--- config.mk ---
export PLATFORM = sky130hd
export DESIGN_NAME = integer_line_rasterizer_flat
export DESIGN_NICKNAME = d
export VERILOG_FILES = /design/src/hw/rtl/rast_pkg.sv /design/src/hw/rtl/rast_if.sv /design/src/hw/rtl/rast_front.sv /design/src/hw/rtl/rast_queue.sv /design/src/hw/rtl/rast_back.sv /design/src/hw/rtl/integer_line_rasterizer.sv /design/src/flat_wrapper.sv
export SDC_FILE = /design/constraint.sdc
export NUM_CORES = 1
export LEC_CHECK = 0
export ABC_AREA = 0
export BUFFER_PORTS_ARGS = -buffer_cell sky130_fd_sc_hd__buf_2
export CAP_MARGIN = 10
export CORE_MARGIN = 5
export CORE_UTILIZATION = 65
export DETAILED_ROUTE_END_ITERATION = 8
export MAX_ROUTING_LAYER = met4
export PLACE_DENSITY = 0.95
export SLEW_MARGIN = 5
export SYNTH_ARGS = -nofsm -noshare
export SYNTH_HDL_FRONTEND = slang
export SYNTH_SLANG_ARGS = --single-unit
--- constraint.sdc ---
create_clock -name clock -period 8.85 [get_ports clock]
set_input_delay 0.4425 -clock clock [delete_from_list [all_inputs] [get_ports clock]]
set_output_delay 0.4425 -clock clock [all_outputs]
set_load 0.02 [all_outputs]
--- src/hw/rtl/rast_pkg.sv ---
// shared types and constants for the integer line rasterizer
package rast_pkg;

   localparam int COORD_BITS = 12;
   localparam int COLOR_BITS = 32;
   localparam int STEP_BITS  = COORD_BITS + 1;
   localparam int ACC_BITS   = COORD_BITS + 3;
   localparam int QDEPTH     = 2;
   localparam int QPTR_BITS  = $clog2(QDEPTH);
   localparam int QCNT_BITS  = $clog2(QDEPTH + 1);

   typedef logic [COORD_BITS-1:0]      coord_type;
   typedef logic [COLOR_BITS-1:0]      color_type;
   typedef logic [STEP_BITS-1:0]       step_type;
   typedef logic signed [ACC_BITS-1:0] acc_type;
   typedef logic [QPTR_BITS-1:0]       qptr_type;
   typedef logic [QCNT_BITS-1:0]       qcnt_type;

   typedef enum logic {
      KIND_START = 1'b0,
      KIND_STEP  = 1'b1
   } kind_type;

   // one classified command as it travels from front to back
   typedef struct packed {
      kind_type  kind;
      coord_type major_pos;
      coord_type minor_pos;
      coord_type major_end;
      coord_type major_span;
      step_type  error_step;
      acc_type   error_back;
      logic      minor_down;
      logic      steep;
      logic      active;
      color_type color;
   } cmd_type;

endpackage

--- src/hw/rtl/rast_if.sv ---
// valid/ready channel interfaces for commands and pixels
interface rast_req_if;
   import rast_pkg::*;

   logic      valid;
   logic      ready;
   logic      kind;
   coord_type start_x;
   coord_type start_y;
   coord_type end_x;
   coord_type end_y;
   color_type draw_color;

   modport source (output valid, kind, start_x, start_y, end_x, end_y, draw_color,
                   input ready);
   modport sink   (input valid, kind, start_x, start_y, end_x, end_y, draw_color,
                   output ready);
endinterface

interface rast_rsp_if;
   import rast_pkg::*;

   logic      valid;
   logic      ready;
   coord_type pixel_x;
   coord_type pixel_y;
   color_type pixel_color;
   logic      last;

   modport source (output valid, pixel_x, pixel_y, pixel_color, last, input ready);
   modport sink   (input valid, pixel_x, pixel_y, pixel_color, last, output ready);
endinterface

--- src/hw/rtl/rast_front.sv ---
// command classifier and line setup ahead of the queue
module rast_front (
   rast_req_if.sink     req_chan,
   input  logic         queue_full,
   output logic         push,
   output rast_pkg::cmd_type push_cmd
);
   import rast_pkg::*;

   logic signed [COORD_BITS:0] dx;
   logic signed [COORD_BITS:0] dy;
   logic signed [COORD_BITS:0] dx_neg_val;
   logic signed [COORD_BITS:0] dy_neg_val;
   coord_type dx_abs;
   coord_type dy_abs;
   logic      steep;
   logic      major_neg;
   logic      minor_neg;
   coord_type major_a;
   coord_type major_b;
   coord_type minor_a;
   coord_type minor_b;
   coord_type span;
   coord_type minor_abs;
   step_type  err_step;

   // handshake: accept whenever the queue has room
   assign req_chan.ready = !queue_full;
   assign push           = req_chan.valid && !queue_full;

   // signed deltas and their magnitudes
   assign dx         = $signed({1'b0, req_chan.end_x}) - $signed({1'b0, req_chan.start_x});
   assign dy         = $signed({1'b0, req_chan.end_y}) - $signed({1'b0, req_chan.start_y});
   assign dx_neg_val = -dx;
   assign dy_neg_val = -dy;
   assign dx_abs     = dx[COORD_BITS] ? coord_type'(dx_neg_val) : coord_type'(dx);
   assign dy_abs     = dy[COORD_BITS] ? coord_type'(dy_neg_val) : coord_type'(dy);

   // steep lines swap axes, equal spans stay shallow
   assign steep     = dx_abs < dy_abs;
   assign major_neg = steep ? dy[COORD_BITS] : dx[COORD_BITS];
   assign minor_neg = steep ? dx[COORD_BITS] : dy[COORD_BITS];
   assign major_a   = steep ? req_chan.start_y : req_chan.start_x;
   assign major_b   = steep ? req_chan.end_y   : req_chan.end_x;
   assign minor_a   = steep ? req_chan.start_x : req_chan.start_y;
   assign minor_b   = steep ? req_chan.end_x   : req_chan.end_y;
   assign span      = steep ? dy_abs : dx_abs;
   assign minor_abs = steep ? dx_abs : dy_abs;
   assign err_step  = {minor_abs, 1'b0};

   // order endpoints so the major coordinate counts upward
   always_comb begin
      push_cmd.kind       = kind_type'(req_chan.kind);
      push_cmd.major_pos  = major_neg ? major_b : major_a;
      push_cmd.minor_pos  = major_neg ? minor_b : minor_a;
      push_cmd.major_end  = major_neg ? major_a : major_b;
      push_cmd.major_span = span;
      push_cmd.error_step = err_step;
      push_cmd.error_back = acc_type'(err_step) - acc_type'({span, 1'b0});
      push_cmd.minor_down = (minor_abs == '0) || (minor_neg != major_neg);
      push_cmd.steep      = steep;
      push_cmd.active     = span != '0;
      push_cmd.color      = req_chan.draw_color;
   end

endmodule

--- src/hw/rtl/rast_queue.sv ---
// short command queue between setup and pixel stepping
module rast_queue (
   input  logic              clock,
   input  logic              reset,
   input  logic              push,
   input  rast_pkg::cmd_type push_cmd,
   input  logic              pop,
   output logic              full,
   output logic              head_valid,
   output rast_pkg::cmd_type head_cmd
);
   import rast_pkg::*;

   cmd_type  entry_ff [QDEPTH];
   qptr_type wr_ptr_ff;
   qptr_type wr_ptr_in;
   qptr_type rd_ptr_ff;
   qptr_type rd_ptr_in;
   qcnt_type count_ff;
   qcnt_type count_in;
   logic     do_pop;

   assign full       = count_ff == qcnt_type'(QDEPTH);
   assign head_valid = count_ff != '0;
   assign head_cmd   = entry_ff[rd_ptr_ff];
   assign do_pop     = pop && head_valid;

   // pointer and fill count update
   always_comb begin
      wr_ptr_in = wr_ptr_ff;
      rd_ptr_in = rd_ptr_ff;
      count_in  = count_ff;
      if (push) begin
         wr_ptr_in = (wr_ptr_ff == qptr_type'(QDEPTH - 1)) ? '0 : wr_ptr_ff + 1'b1;
      end
      if (do_pop) begin
         rd_ptr_in = (rd_ptr_ff == qptr_type'(QDEPTH - 1)) ? '0 : rd_ptr_ff + 1'b1;
      end
      if (push && !do_pop) begin
         count_in = count_ff + 1'b1;
      end else if (!push && do_pop) begin
         count_in = count_ff - 1'b1;
      end
   end

   always_ff @(posedge clock) begin
      if (reset) begin
         wr_ptr_ff <= '0;
         rd_ptr_ff <= '0;
         count_ff  <= '0;
      end else begin
         wr_ptr_ff <= wr_ptr_in;
         rd_ptr_ff <= rd_ptr_in;
         count_ff  <= count_in;
      end
   end

   // entry storage
   always_ff @(posedge clock) begin
      if (push) begin
         entry_ff[wr_ptr_ff] <= push_cmd;
      end
   end

endmodule

--- src/hw/rtl/rast_back.sv ---
// line state, error stepping and pixel output register
module rast_back (
   input  logic              clock,
   input  logic              reset,
   input  logic              head_valid,
   input  rast_pkg::cmd_type head_cmd,
   output logic              pop,
   rast_rsp_if.source        rsp_chan
);
   import rast_pkg::*;

   coord_type major_pos_ff;
   coord_type major_pos_in;
   coord_type minor_pos_ff;
   coord_type minor_pos_in;
   coord_type major_end_ff;
   coord_type major_end_in;
   coord_type major_span_ff;
   coord_type major_span_in;
   step_type  error_step_ff;
   step_type  error_step_in;
   acc_type   error_back_ff;
   acc_type   error_back_in;
   acc_type   error_acc_ff;
   acc_type   error_acc_in;
   logic      minor_down_ff;
   logic      minor_down_in;
   logic      steep_ff;
   logic      steep_in;
   logic      active_ff;
   logic      active_in;
   color_type line_color_ff;
   color_type line_color_in;

   logic      rsp_valid_ff;
   logic      rsp_valid_in;
   coord_type rsp_x_ff;
   coord_type rsp_x_in;
   coord_type rsp_y_ff;
   coord_type rsp_y_in;
   color_type rsp_color_ff;
   color_type rsp_color_in;
   logic      rsp_last_ff;
   logic      rsp_last_in;

   logic      is_start;
   logic      out_free;
   logic      emit;
   coord_type major_next;
   logic      last_pixel;
   acc_type   acc_sum;
   acc_type   acc_back;
   logic      minor_step;

   // dispatch: starts always retire, steps on a live line wait for output room
   assign is_start = head_cmd.kind == KIND_START;
   assign out_free = !rsp_valid_ff || rsp_chan.ready;
   assign emit     = head_valid && !is_start && active_ff && out_free;
   assign pop      = head_valid && (is_start || !active_ff || out_free);

   // error term: both candidate sums in parallel, one compare picks
   assign major_next = major_pos_ff + 1'b1;
   assign last_pixel = major_next == major_end_ff;
   assign acc_sum    = error_acc_ff + acc_type'(error_step_ff);
   assign acc_back   = error_acc_ff + error_back_ff;
   assign minor_step = acc_sum > $signed(acc_type'(major_span_ff));

   // line state update
   always_comb begin
      major_pos_in  = major_pos_ff;
      minor_pos_in  = minor_pos_ff;
      major_end_in  = major_end_ff;
      major_span_in = major_span_ff;
      error_step_in = error_step_ff;
      error_back_in = error_back_ff;
      error_acc_in  = error_acc_ff;
      minor_down_in = minor_down_ff;
      steep_in      = steep_ff;
      active_in     = active_ff;
      line_color_in = line_color_ff;
      if (head_valid && is_start) begin
         major_pos_in  = head_cmd.major_pos;
         minor_pos_in  = head_cmd.minor_pos;
         major_end_in  = head_cmd.major_end;
         major_span_in = head_cmd.major_span;
         error_step_in = head_cmd.error_step;
         error_back_in = head_cmd.error_back;
         error_acc_in  = '0;
         minor_down_in = head_cmd.minor_down;
         steep_in      = head_cmd.steep;
         active_in     = head_cmd.active;
         line_color_in = head_cmd.color;
      end else if (emit) begin
         major_pos_in = major_next;
         active_in    = !last_pixel;
         if (minor_step) begin
            minor_pos_in = minor_down_ff ? minor_pos_ff - 1'b1 : minor_pos_ff + 1'b1;
            error_acc_in = acc_back;
         end else begin
            error_acc_in = acc_sum;
         end
      end
   end

   // output register, refilled in the cycle it drains
   always_comb begin
      rsp_valid_in = rsp_valid_ff;
      rsp_x_in     = rsp_x_ff;
      rsp_y_in     = rsp_y_ff;
      rsp_color_in = rsp_color_ff;
      rsp_last_in  = rsp_last_ff;
      if (emit) begin
         rsp_valid_in = 1'b1;
         rsp_x_in     = steep_ff ? minor_pos_ff : major_pos_ff;
         rsp_y_in     = steep_ff ? major_pos_ff : minor_pos_ff;
         rsp_color_in = line_color_ff;
         rsp_last_in  = last_pixel;
      end else if (rsp_chan.ready) begin
         rsp_valid_in = 1'b0;
      end
   end

   always_ff @(posedge clock) begin
      if (reset) begin
         active_ff    <= 1'b0;
         rsp_valid_ff <= 1'b0;
      end else begin
         active_ff    <= active_in;
         rsp_valid_ff <= rsp_valid_in;
      end
   end

   always_ff @(posedge clock) begin
      major_pos_ff  <= major_pos_in;
      minor_pos_ff  <= minor_pos_in;
      major_end_ff  <= major_end_in;
      major_span_ff <= major_span_in;
      error_step_ff <= error_step_in;
      error_back_ff <= error_back_in;
      error_acc_ff  <= error_acc_in;
      minor_down_ff <= minor_down_in;
      steep_ff      <= steep_in;
      line_color_ff <= line_color_in;
      rsp_x_ff      <= rsp_x_in;
      rsp_y_ff      <= rsp_y_in;
      rsp_color_ff  <= rsp_color_in;
      rsp_last_ff   <= rsp_last_in;
   end

   assign rsp_chan.valid       = rsp_valid_ff;
   assign rsp_chan.pixel_x     = rsp_x_ff;
   assign rsp_chan.pixel_y     = rsp_y_ff;
   assign rsp_chan.pixel_color = rsp_color_ff;
   assign rsp_chan.last        = rsp_last_ff;

`ifndef SYNTHESIS
   // the final pixel closes the line
   a_last_ends_line: assert property (@(posedge clock) disable iff (reset)
      emit && last_pixel |=> !active_ff)
      else $error("line still active after its last pixel");

   // an active line never runs past its end
   a_pos_below_end: assert property (@(posedge clock) disable iff (reset)
      active_ff |-> major_pos_ff < major_end_ff)
      else $error("major position reached end while active");

   // error stays within the span
   a_acc_bound: assert property (@(posedge clock) disable iff (reset)
      active_ff |-> error_acc_ff <= $signed(acc_type'(major_span_ff)))
      else $error("error accumulator above span");

   // a start clears the error term
   a_start_clears_acc: assert property (@(posedge clock) disable iff (reset)
      head_valid && is_start |=> error_acc_ff == '0)
      else $error("error accumulator not cleared by start");

   // no pixel is emitted over an unread one
   a_no_overwrite: assert property (@(posedge clock) disable iff (reset)
      emit |-> !rsp_valid_ff || rsp_chan.ready)
      else $error("pixel emitted into a full output register");
`endif

endmodule

--- src/hw/rtl/integer_line_rasterizer.sv ---
// top level of the integer line rasterizer
//
//  channel    dir  handshake      beat
//  req_chan   in   valid/ready    kind, start_x, start_y, end_x, end_y, draw_color
//  rsp_chan   out  valid/ready    pixel_x, pixel_y, pixel_color, last
//
// one command per cycle is taken; a step with an active line gives one pixel a cycle
// the setup for a start (swap, order, deltas) is done ahead of a two-beat queue,
// the back end retires one queued command per cycle
// reset clears the queue, the output register and the line-active flag
// a stalled pixel output holds the back end; the queue then fills and drops req ready
module integer_line_rasterizer (
   input logic        clock,
   input logic        reset,
   rast_req_if.sink   req_chan,
   rast_rsp_if.source rsp_chan
);
   import rast_pkg::*;

   logic    push;
   cmd_type push_cmd;
   logic    queue_full;
   logic    head_valid;
   cmd_type head_cmd;
   logic    pop;

   // command classification and setup
   rast_front u_front (
      .req_chan   (req_chan),
      .queue_full (queue_full),
      .push       (push),
      .push_cmd   (push_cmd)
   );

   // decoupling queue
   rast_queue u_queue (
      .clock      (clock),
      .reset      (reset),
      .push       (push),
      .push_cmd   (push_cmd),
      .pop        (pop),
      .full       (queue_full),
      .head_valid (head_valid),
      .head_cmd   (head_cmd)
   );

   // pixel stepping
   rast_back u_back (
      .clock      (clock),
      .reset      (reset),
      .head_valid (head_valid),
      .head_cmd   (head_cmd),
      .pop        (pop),
      .rsp_chan   (rsp_chan)
   );

endmodule

--- src/flat_wrapper.sv ---
// flat-port wrapper written by rule: the top's interface ports become plain ports
module integer_line_rasterizer_flat import rast_pkg::*;
  (clock, reset, req_chan_valid, req_chan_kind, req_chan_start_x, req_chan_start_y, req_chan_end_x, req_chan_end_y, req_chan_draw_color, req_chan_ready, rsp_chan_valid, rsp_chan_pixel_x, rsp_chan_pixel_y, rsp_chan_pixel_color, rsp_chan_last, rsp_chan_ready);
  rast_req_if req_chan_i ();
  rast_rsp_if rsp_chan_i ();
  input logic clock;
  input logic reset;
  input wire logic [$bits(req_chan_i.valid)-1:0] req_chan_valid;
  input wire logic [$bits(req_chan_i.kind)-1:0] req_chan_kind;
  input wire logic [$bits(req_chan_i.start_x)-1:0] req_chan_start_x;
  input wire logic [$bits(req_chan_i.start_y)-1:0] req_chan_start_y;
  input wire logic [$bits(req_chan_i.end_x)-1:0] req_chan_end_x;
  input wire logic [$bits(req_chan_i.end_y)-1:0] req_chan_end_y;
  input wire logic [$bits(req_chan_i.draw_color)-1:0] req_chan_draw_color;
  output wire logic [$bits(req_chan_i.ready)-1:0] req_chan_ready;
  output wire logic [$bits(rsp_chan_i.valid)-1:0] rsp_chan_valid;
  output wire logic [$bits(rsp_chan_i.pixel_x)-1:0] rsp_chan_pixel_x;
  output wire logic [$bits(rsp_chan_i.pixel_y)-1:0] rsp_chan_pixel_y;
  output wire logic [$bits(rsp_chan_i.pixel_color)-1:0] rsp_chan_pixel_color;
  output wire logic [$bits(rsp_chan_i.last)-1:0] rsp_chan_last;
  input wire logic [$bits(rsp_chan_i.ready)-1:0] rsp_chan_ready;
  assign req_chan_i.valid = req_chan_valid;
  assign req_chan_i.kind = req_chan_kind;
  assign req_chan_i.start_x = req_chan_start_x;
  assign req_chan_i.start_y = req_chan_start_y;
  assign req_chan_i.end_x = req_chan_end_x;
  assign req_chan_i.end_y = req_chan_end_y;
  assign req_chan_i.draw_color = req_chan_draw_color;
  assign req_chan_ready = req_chan_i.ready;
  assign rsp_chan_valid = rsp_chan_i.valid;
  assign rsp_chan_pixel_x = rsp_chan_i.pixel_x;
  assign rsp_chan_pixel_y = rsp_chan_i.pixel_y;
  assign rsp_chan_pixel_color = rsp_chan_i.pixel_color;
  assign rsp_chan_last = rsp_chan_i.last;
  assign rsp_chan_i.ready = rsp_chan_ready;
  integer_line_rasterizer u_core (.clock(clock), .reset(reset), .req_chan(req_chan_i), .rsp_chan(rsp_chan_i));
endmodule
==> metrics.csv <==
metric,value,unit
cap_violations,0,
cp_common_cell,ha_1,
arrival,6.68,ns
crit_path_top_delay_cell,nor4_1,
cts_tree,done,
async_flop_share,0,%
setup_viol,0,
clockRootBuffer,clkbuf_16,
drive_gt1_share,22.26,%
ys_seq_area_share,60.05,%
rsz0062_at_grt,no,
r2r_start,u_core.u_back.error_step_ff[1],
synth.distinct_cells,82,
grt_pass1_vias,12829,
dr.pass1.iters,6,
clock_sinks,403,
rows,64,
power_density,373.0,nW/um^2
gr-total-overflow,0,
finalCriticalPeriod,6.430,ns
cts_max_level,2,
whs_endpoint,u_core.u_queue.entry_ff[0][0],
clock_latency,0.53,ns
drt_iter0_markers,1233,
die_y,184.5,microns
fmax,155.5,MHz
hold_viol,0,
layout_setup_ws,2.420,ns
status,completed,
syn_nets,1621,
cts.reportedPaths.clkPinSlew,0.06,ns
yosysWarnings,0,
cp_data_required_time,9.10,ns
hp-start,req_chan_draw_color[0],
reg2reg_to,u_core.u_back.minor_pos_ff[8],
period_share,72.66,%
hpwl,31360,microns
synth-seq-cells,403,
synth-edff-count,382,
gp_congestion,0.9535,
tightestPinTransition,1.158,ns
clockBufferDepth,3,
cp-start-kind,input pin,
die_area,34060,sq um
floorplan.initialDensity,65.25,%
power.leakage,8.477,nW
dp_worst_setup_slack,1.933,ns
critPathMaxStageDelay,0.49,ns
rr_worst_depth,21,
slew_headroom,22.83,%
fin_setup_tns,0,ns
crit_fanout,19,
drc,0,
wl_per_cell,22.60,microns
postCtsHoldBufs,0,
area_growth_syn_to_layout,12.09,%
synth.cell_area,19800,sq um
cts_resized,0,
avgSynthCellArea,13.69,sq um
grt_pass1_wl,71030,microns
r2r_slack,3.64,ns
postSynthCellCount,1446,
vias_per_cell,6.302,
vias,12775,
core_area,30350,sq um
hold_depth,1,
post_cts_buffers,0,
vdd_ir_drop_max,0.1748,mV
grt_usage,27.63,%
critPathKind,input pin to register,
skew,0.01813,ns
grt_max_degree,89,
synth_ff_type,edfxtp_1,
portBuffers,143,
ant_nets,0,
n_antenna_cell,0,
antenna_found_initial,0,
endpoint_kind,register,
io_pins,144,
drt-total-wl,45820,microns
nNetsFinal,1775,
maxSlewViolCount,0,
hp-class,input pin to register,
cts_buffers,39,
die_x,184.5,microns
## critical path, delay by kind of cell
kind	cells	cell delay, ns
AOI/OAI and AO/OA	13	2.54
and+or+nand+nor	8	1.72
adders and majority gates	4	1.12
xor gates and xnor gates	2	0.51
buffers and inverters	4	0.33
## layer usage
layer	share of wire, %	track usage [%]	vias to the layer above	routed length (microns)
met5	0	-	-	0
met4	2.7	7.720	0	1239
met3	8.0	3.454	111	3662
met2	49	45.85	680	22650
met1	40	36.50	6220	18260
li1	-	-	5764	-
## cell usage after synthesis (all sizes together) (21+ instances only)
master | count | area share [%]
edfxtp | 382 | 58
mux2 | 108 | 6.1
a21oi | 94 | 2.4
ha | 85 | 5.4
inv | 78 | 1.5
mux2i | 78 | 3.9
nor2 | 71 | 1.4
nand2 | 60 | 1.1
o21ai | 52 | 1.3
xnor2 | 50 | 2.2
xor2 | 49 | 2.2
clkbuf | 24 | 0.45
nor2b | 24 | 0.76
nand3 | 23 | 0.58
dfxtp | 21 | 2.1
## final cells by class
class / count / area (sq um)
clock buffer: 48 / 1051
clock inverter: 24 / 185.2
fill: 1778 / 8153
inverter: 79 / 299.0
multi-input combinational: 921 / 7457
sequential: 403 / 11900
tap: 396 / 495.5
timing repair buffer: 156 / 813.3
## cells by family after synthesis
| group | synth area share [%] |
|---|---|
| flops | 60.05 |
| compound gates | 8.997 |
| simple gates | 6.710 |
| mux | 11.45 |
| buf+inv | 2.464 |
| xor+xnor | 4.454 |
| fa+ha+maj | 5.876 |
## report_power, final
part	internal, mW	switching [mW]	total (mW)
registers	3.00	0.277	3.27
logic	1.34	2.07	3.41
clock network	0.908	0.685	1.59
total	5.24	3.04	8.28
## placed cells by master (no fill, tap or decap), types with 12 or more instances in the layout
cell type / count
mux4_2: 12
clkbuf_16: 40
nand2_1: 60
o21ai_0: 47
dfxtp_1: 20
or3_1: 12
a211oi_1: 15
nand3_1: 23
buf_2: 143
a21o_1: 19
xor2_1: 48
ha_1: 85
nand2b_1: 14
a21oi_1: 92
nor2b_1: 24
inv_1: 76
buf_4: 13
mux2i_1: 78
nor2_1: 68
mux2_2: 108
edfxtp_1: 382
xnor2_1: 49
## worst max path at each step
| stage | from | end | slack (ns) | cells past startpoint |
|---|---|---|---|---|
| finish | req_chan_end_x[0] | u_core.u_queue.entry_ff[0][49] | 2.42 | 31 |
| CTS | req_chan_end_y[0] | u_core.u_queue.entry_ff[0][47] | 2.47 | 27 |
| global route | req_chan_end_x[0] | u_core.u_queue.entry_ff[0][49] | 1.79 | 31 |
| global placement | req_chan_end_x[0] | u_core.u_queue.entry_ff[0][47] | 2.06 | 27 |
| detailed placement | req_chan_end_y[0] | u_core.u_queue.entry_ff[1][47] | 1.93 | 27 |
| floorplan | req_chan_end_x[0] | u_core.u_queue.entry_ff[0][46] | 2.73 | 33 |
## metrics by stage
step	std cells	power (mW)	hold WS (ns)	instance area [sq um]	utilization, %
final	2027	8.278	0.09984	22200	73.14
after global placement	1955	6.348	0.4003	20960	69.06
after detailed placement	1955	6.562	0.4045	20960	69.06
after floorplan	1446	5.673	0.4003	19800	-
after CTS	2027	8.246	0.07469	22200	73.14
after global routing	2027	8.689	0.08051	22200	73.14
## registers in the layout, indices dropped and copies added (netlist names), 2 cells and up, named ones only
| signal | cells |
|---|---|
| u_core.u_back.rsp_chan.pixel_color | 32 |
| u_core.u_back.error_step_ff | 12 |
| u_core.u_queue.entry_ff | 218 |
| u_core.u_back.major_pos_ff | 12 |
| u_core.u_back.rsp_chan.pixel_y | 12 |
| u_core.u_back.rsp_chan.pixel_x | 12 |
| u_core.u_back.minor_pos_ff | 12 |
| u_core.u_back.error_back_ff | 13 |
| u_core.u_back.major_span_ff | 12 |
| u_core.u_queue.count_ff | 2 |
| u_core.u_back.line_color_ff | 32 |
| u_core.u_back.major_end_ff | 12 |
| u_core.u_back.error_acc_ff | 14 |
Note: power is estimated with default switching activity, not from simulation.
